<file path="src/assert_macros.svh">
// Assertion helpers shared by the RTL.
`ifndef ASSERT_MACROS_SVH
`define ASSERT_MACROS_SVH
`ifndef SYNTHESIS
// Check a property on every rising edge, off while the kill term is high.
`define BFG_ASSERT(lbl, clk, kill, prop, msg) \
   lbl: assert property (@(posedge clk) disable iff (kill) prop) else $error(msg);
// Check a property on every rising edge, reset included.
`define BFG_ASSERT_ALWAYS(lbl, clk, prop, msg) \
   lbl: assert property (@(posedge clk) prop) else $error(msg);
`else
`define BFG_ASSERT(lbl, clk, kill, prop, msg)
`define BFG_ASSERT_ALWAYS(lbl, clk, prop, msg)
`endif
`endif

</file>
<file path="src/bfg_pkg.sv">
`timescale 1ns / 1ps
`default_nettype none
package bfg_pkg;

   localparam int FxW      = 24;
   localparam int QuoW     = FxW + 1;
   localparam int ProdW    = 2 * FxW;
   localparam int DivSteps = QuoW;

   typedef enum logic [2:0] {
      MODE_FILL       = 3'd0,
      MODE_CONTAIN    = 3'd1,
      MODE_COVER      = 3'd2,
      MODE_FIT_WIDTH  = 3'd3,
      MODE_FIT_HEIGHT = 3'd4,
      MODE_NONE       = 3'd5,
      MODE_SCALE_DOWN = 3'd6,
      MODE_BAD        = 3'd7
   } mode_type;

   typedef struct packed {
      logic [2:0]     fit_mode;
      logic [3:0]     align_pos;
      logic [FxW-1:0] source_width;
      logic [FxW-1:0] source_height;
      logic [FxW-1:0] target_width;
      logic [FxW-1:0] target_height;
   } req_type;

   typedef struct packed {
      logic [FxW-1:0] crop_x;
      logic [FxW-1:0] crop_y;
      logic [FxW-1:0] crop_width;
      logic [FxW-1:0] crop_height;
      logic [FxW-1:0] place_x;
      logic [FxW-1:0] place_y;
      logic [FxW-1:0] place_width;
      logic [FxW-1:0] place_height;
   } rsp_type;

   // Per-item context that rides along the divider chains
   typedef struct packed {
      mode_type        mode;
      logic [1:0]      ax;
      logic [1:0]      ay;
      logic            zero;
      logic            le;
      logic            ge;
      logic [FxW-1:0]  sw;
      logic [FxW-1:0]  sh;
      logic [FxW-1:0]  dw;
      logic [FxW-1:0]  dh;
      logic [QuoW-1:0] q1;
   } side_type;

   // One divider cell's working set
   typedef struct packed {
      logic [FxW-1:0]  rem;
      logic [QuoW-1:0] quo;
      logic [QuoW-1:0] num;
      logic [FxW-1:0]  den;
      logic            ovf;
      side_type        side;
   } div_type;

   // Column and row ratio codes of the 3x3 grid; off-grid codes center
   function automatic logic [3:0] align_decode(input logic [3:0] pos);
      logic [3:0] r;
      case (pos)
         4'd0:    r = {2'd0, 2'd0};
         4'd1:    r = {2'd1, 2'd0};
         4'd2:    r = {2'd2, 2'd0};
         4'd3:    r = {2'd0, 2'd1};
         4'd4:    r = {2'd1, 2'd1};
         4'd5:    r = {2'd2, 2'd1};
         4'd6:    r = {2'd0, 2'd2};
         4'd7:    r = {2'd1, 2'd2};
         4'd8:    r = {2'd2, 2'd2};
         default: r = {2'd1, 2'd1};
      endcase
      return r;
   endfunction

   // Scale a slack by 0, one half or 1
   function automatic logic [FxW-1:0] align_mul(input logic [FxW-1:0] d,
                                                input logic [1:0] r);
      logic [FxW-1:0] v;
      case (r)
         2'd1:    v = d >> 1;
         2'd2:    v = d;
         default: v = '0;
      endcase
      return v;
   endfunction

   // Quotient, pinned high when the division overflowed
   function automatic logic [QuoW-1:0] div_result(input div_type d);
      return d.ovf ? {QuoW{1'b1}} : d.quo;
   endfunction

   // Load a divider entry from a product and a divisor
   function automatic div_type div_load(input logic [ProdW-1:0] n,
                                        input logic [FxW-1:0] den,
                                        input side_type side);
      div_type d;
      d.rem  = FxW'(n[ProdW-1:QuoW]);
      d.ovf  = FxW'(n[ProdW-1:QuoW]) >= den;
      d.quo  = '0;
      d.num  = n[QuoW-1:0];
      d.den  = den;
      d.side = side;
      return d;
   endfunction

endpackage
`default_nettype wire

</file>
<file path="src/bfg_div_cell.sv">
`timescale 1ns / 1ps
`default_nettype none
module bfg_div_cell (
   input  wire logic            clock,
   input  wire logic            reset,
   input  wire logic            advance,
   input  wire logic            in_valid,
   input  wire bfg_pkg::div_type in_data,
   output logic                 out_valid,
   output bfg_pkg::div_type     out_data
);

   logic             valid_ff;
   bfg_pkg::div_type data_ff;
   bfg_pkg::div_type data_in;
   logic [bfg_pkg::FxW:0] trial;
   logic             take;

   // Shift in one numerator bit, subtract the divisor when it fits
   always_comb begin
      trial   = {in_data.rem, in_data.num[bfg_pkg::QuoW-1]};
      take    = trial >= {1'b0, in_data.den};
      data_in = in_data;
      data_in.rem = take ? bfg_pkg::FxW'(trial - {1'b0, in_data.den})
                         : bfg_pkg::FxW'(trial);
      data_in.quo = {in_data.quo[bfg_pkg::QuoW-2:0], take};
      data_in.num = {in_data.num[bfg_pkg::QuoW-2:0], 1'b0};
   end

   always_ff @(posedge clock) begin
      if (reset) begin
         valid_ff <= 1'b0;
      end else if (advance) begin
         valid_ff <= in_valid;
      end
      if (advance) begin
         data_ff <= data_in;
      end
   end

   assign out_valid = valid_ff;
   assign out_data  = data_ff;

endmodule
`default_nettype wire

</file>
<file path="src/bfg_div_chain.sv">
`timescale 1ns / 1ps
`default_nettype none
module bfg_div_chain (
   input  wire logic            clock,
   input  wire logic            reset,
   input  wire logic            advance,
   input  wire logic            in_valid,
   input  wire bfg_pkg::div_type in_data,
   output logic                 out_valid,
   output bfg_pkg::div_type     out_data
);

   logic             link_valid [bfg_pkg::DivSteps+1];
   bfg_pkg::div_type link_data  [bfg_pkg::DivSteps+1];

   assign link_valid[0] = in_valid;
   assign link_data[0]  = in_data;

   // One quotient bit per cell
   for (genvar i = 0; i < bfg_pkg::DivSteps; i++) begin : g_cell
      bfg_div_cell u_cell (
         .clock     (clock),
         .reset     (reset),
         .advance   (advance),
         .in_valid  (link_valid[i]),
         .in_data   (link_data[i]),
         .out_valid (link_valid[i+1]),
         .out_data  (link_data[i+1])
      );
   end

   assign out_valid = link_valid[bfg_pkg::DivSteps];
   assign out_data  = link_data[bfg_pkg::DivSteps];

endmodule
`default_nettype wire

</file>
<file path="config.mk">
export PLATFORM = sky130hd
export DESIGN_NAME = bfg_div_chain
export DESIGN_NICKNAME = d
export VERILOG_FILES = /design/src/assert_macros.svh /design/src/bfg_pkg.sv /design/src/bfg_div_cell.sv /design/src/bfg_div_chain.sv
export SDC_FILE = /design/constraint.sdc
export NUM_CORES = 2
export LEC_CHECK = 0
export CORE_MARGIN = 2
export CORE_UTILIZATION = 40
export CTS_BUF_LIST = sky130_fd_sc_hd__clkbuf_4 sky130_fd_sc_hd__clkbuf_8
export CTS_CLUSTER_DIAMETER = 100
export DETAILED_ROUTE_END_ITERATION = 6
export DONT_BUFFER_PORTS = 1
export GPL_ROUTABILITY_DRIVEN = 0
export PLACE_DENSITY = 0.52
export SKIP_LAST_GASP = 1
export SYNTH_ARGS = -nofsm -noshare
export SYNTH_HDL_FRONTEND = slang
export SYNTH_SLANG_ARGS = --single-unit
</file>
<file path="constraint.sdc">
create_clock -name clock -period 4.2 [get_ports clock]
set_clock_uncertainty 0.05 [all_clocks]
set_input_delay 0 -clock clock [delete_from_list [all_inputs] [get_ports clock]]
set_output_delay 0 -clock clock [all_outputs]
set_load 0.005 [all_outputs]
</file>
==> impl_metrics.csv <==
group,metric,value,unit
worst_setup_path,cp-start-kind,"primary input",
worst_setup_path,arrival,5.06,ns
synthesis,synthesis.area,192000,sq um
floorplanning,initial_utilization,0.401,
synthesis,ys_async_sr_fraction,0,
grt,grt_pass1_vias,94600,
drt,drtIter0Drc,6990,
synthesis,ys_ff_latch,5150,
timing,hold_viol_final,0,
layout,stdcell_area,224000,sq um
drt,wl,317000,um
synthesis,synth_cell_type_count,84,
floorplanning,die-area,485000,sq um
synthesis,ys_warn_count,0,
power,p_leak,81.7,nW
drt,route.detailed.drc,0,
layout,drive_gt1_frac,0.138,
worst_setup_path,cp_max_fo,11,
worst_setup_path,endpoint_kind,"flip-flop",
grt,grt_max_degree,271,
layout,nets,13000,
power,power.total,144,mW
drt,detail-route-antenna-nets,0,
clock_tree,path_clk_slew,0.07,ns
timing,period_minus_slack,4.18,ns
power,ir_worst_vdd,0.330,mV
place,port_buffers,0,
worst_setup_path,cpMostUsedCell,"dlygate4sd3_1",
timing,worst_hold_slack,0.174,ns
grt,overflow,0,
clock_tree,htreeDepth,6,
drt,firstDrtPassIters,5,
grt,antenna_found_initial,6,
place,dpl-instance-area,200000,sq um
power,power.density_cell_area,643,nW/um^2
drt,vias,91700,
synthesis,synth_edf_count,5125,
floorplanning,dieWidth,696,um
job,drv_cap,0,
worst_setup_path,cp_cell_sequence,"dlygate4sd3_1, dlygate4sd3_1, inv_1, ha_1, nor2b_1, o31ai_1, a21oi_1, o22ai_2, o31ai_1, o31ai_1, buf_4, nor2_1, o21ai_4, dlygate4sd3_1, inv_1, mux2_2, dlygate4sd3_1",
clock_tree,worstSkewPairLatency,1.19,ns
synthesis,synth_cells,10700,
grt,grt_use_met2,0.216,
place,place_inst,17000,
clock_tree,numCtsBuffers,833,
timing,worst_slew_pin_slew,1.42,ns
clock_tree,cts_root_buf,"clkbuf_8",
timing,timing.final.ws_setup,0.0176,ns
drt,via_per_inst,4.79,
floorplanning,num_rows,254,
worst_hold_path,hold_class,"primary input to flip-flop",
place,pre_cts_ws,-4.47,ns
timing,finalSetupViolCount,0,
worst_setup_path,cpMaxStageDelayCell,"dlygate4sd3_1",
timing,final_max_slew_viol_count,0,
worst_setup_path,cp_num_buf_inv,7,
worst_setup_path,cp.required,5.08,ns
grt,met3_usage,0.0255,
outcome,outcome,"complete, no violations",
clock_tree,cts_sinks,5150,
grt,grt.busiest_layer,"met2",
floorplanning,core,478000,sq um
place,dp_hpwl,189000,um
layout,finalNonFillerCells,19200,
worst_setup_path,crit_family,"buffers and inverters",
clock_tree,cts_tree,"done",
worst_setup_path,cpPeakStageDelay,0.63,ns
clock_tree,clk_path_buf_depth,4,
timing,period_share,0.996,
grt,grt_pass1_wl,502000,um
synthesis,synth-main-ff-cell,"edfxtp_1",
layout,syn_to_final_growth,16.8,%
drt,wl_per_cell,16.6,um
floorplanning,io_pins,465,
timing,fmax,239,MHz
grt,grtUsageMet1,0.156,
grt,grt.total_usage,0.126,
synthesis,syn-mean-instance-area,18.0,sq um
floorplanning,die_h,696,um
timing,max_slew_margin,0.0539,
worst_setup_path,critPathKind,"primary input to flip-flop",
synthesis,seq_area_frac_synth,0.805,
## sequential cells by signal, summed over array words and instances (netlist names)
register / count
g_cell.u_cell.out_data: 5125
g_cell.u_cell.out_valid: 25
## path summary, 6_finish.rpt
check,from,end,slack (ns),cells after the start
worst max-delay path,in_data[133],g_cell[0].u_cell.out_data[225],0.02,17
worst min-delay path,advance,g_cell[7].u_cell.out_data[92],0.17,3
worst max register to register,g_cell[6].u_cell.out_data[133],g_cell[7].u_cell.out_data[211],0.19,13
worst min register to register,g_cell[11].u_cell.out_data[20],g_cell[12].u_cell.out_data[20],0.30,0
## stage by stage
stage                     setup TNS (ns)   util
after floorplan                        0      -
final                                  0  0.469
after detailed placement        -5763.14  0.419
after global placement          -5149.43  0.419
after CTS                              0  0.468
after global routing             -0.0463  0.469
## worst reg2reg max path, cell delays in order, from the launching register on
cell	delay, ns
edfxtp_1	0.41
inv_1	0.06
ha_1	0.37
nor2b_1	0.16
o21ai_0	0.20
a21boi_1	0.18
o41ai_2	0.37
buf_4	0.18
a21oi_2	0.08
a31o_2	0.30
o31a_1	0.31
a2111oi_4	0.44
buf_4	0.26
mux2_2	0.35
## logic make-up after synthesis
logic type                 after synthesis  synth area share
DFF                                   5150             0.805
AOI/OAI and AO/OA                     1693            0.0552
and+or+nand+nor                       1435            0.0357
buffers and inverters                  900            0.0183
adders and majority gates              625            0.0418
xor gates and xnor gates               479            0.0219
muxes                                  385            0.0223
other                                    1         0.0000196
## power by group
group | internal (mW) | switching [mW] | total, mW
combinational | 15.4 | 18.5 | 33.9
sequential | 64.9 | 2.82 | 67.7
clock | 23.0 | 19.4 | 42.4
total | 103 | 40.7 | 144
## what timing repair did
item                                     CTS  global route
pin swaps                                  0             3
endpoints found under the hold margin   1290           238
endpoints found under the setup margin  2031           499
hold buffers                             629             7
setup buffers                              0             4
cloned                                     9             4
gates resized for setup                    0            15
## layer usage
| metal | up-vias | part of all wire |
|---|---|---|
| li1 | 43800 | - |
| met1 | 44700 | 0.42 |
| met2 | 2284 | 0.49 |
| met3 | 876 | 0.048 |
| met4 | 2 | 0.038 |
| met5 | - | 0.000041 |
## synthesized netlist by cell type (all sizes together), types with 19 or more instances
library cell / instances / area share
o31a: 20 / 0.00091
clkbuf: 105 / 0.0021
a31oi: 47 / 0.0016
nand2b: 91 / 0.0030
o31ai: 38 / 0.0015
a211oi: 38 / 0.0016
xnor2: 291 / 0.013
a21oi: 507 / 0.013
o21a: 90 / 0.0035
o211ai: 37 / 0.0014
a21boi: 24 / 0.00094
and2: 19 / 0.00062
nor2: 390 / 0.0076
xor2: 188 / 0.0086
a21o: 225 / 0.0088
mux2: 332 / 0.019
or3: 34 / 0.0011
buf: 50 / 0.0016
fa: 25 / 0.0026
nand3: 116 / 0.0030
nor2b: 99 / 0.0032
dfxtp: 25 / 0.0026
o21ai: 436 / 0.011
nand2: 408 / 0.0080
edfxtp: 5125 / 0.80
and3: 42 / 0.0014
or2: 20 / 0.00065
ha: 600 / 0.039
nor3: 76 / 0.0020
nand4: 74 / 0.0024
o21bai: 63 / 0.0025
inv: 745 / 0.015
mux2i: 53 / 0.0028
## cell type report
cell class / count / area, sq um
clock buffer: 1096 / 13500
tap: 6400 / 8010
antenna: 5 / 12.5
fill: 40400 / 254000
timing repair buffer: 729 / 8090
sequential: 5150 / 154000
inverter: 745 / 2800
clock inverter: 389 / 3060
multi-input combinational: 4642 / 34100
## layout by cell type, fill, tap and decap left out, types with 90 or more instances in the layout
| cell | count |
|---|---|
| nand2b_1 | 91 |
| nor2_1 | 390 |
| mux2_2 | 320 |
| o21a_1 | 90 |
| xor2_1 | 188 |
| nand2_1 | 408 |
| a21oi_1 | 501 |
| nand3_1 | 116 |
| dlygate4sd3_1 | 626 |
| clkbuf_8 | 845 |
| clkinv_1 | 214 |
| clkbuf_4 | 251 |
| ha_1 | 599 |
| edfxtp_1 | 5125 |
| nor2b_1 | 99 |
| xnor2_1 | 291 |
| a21o_1 | 225 |
| inv_1 | 745 |
| o21ai_0 | 426 |
(Power assumes the default switching activity.)
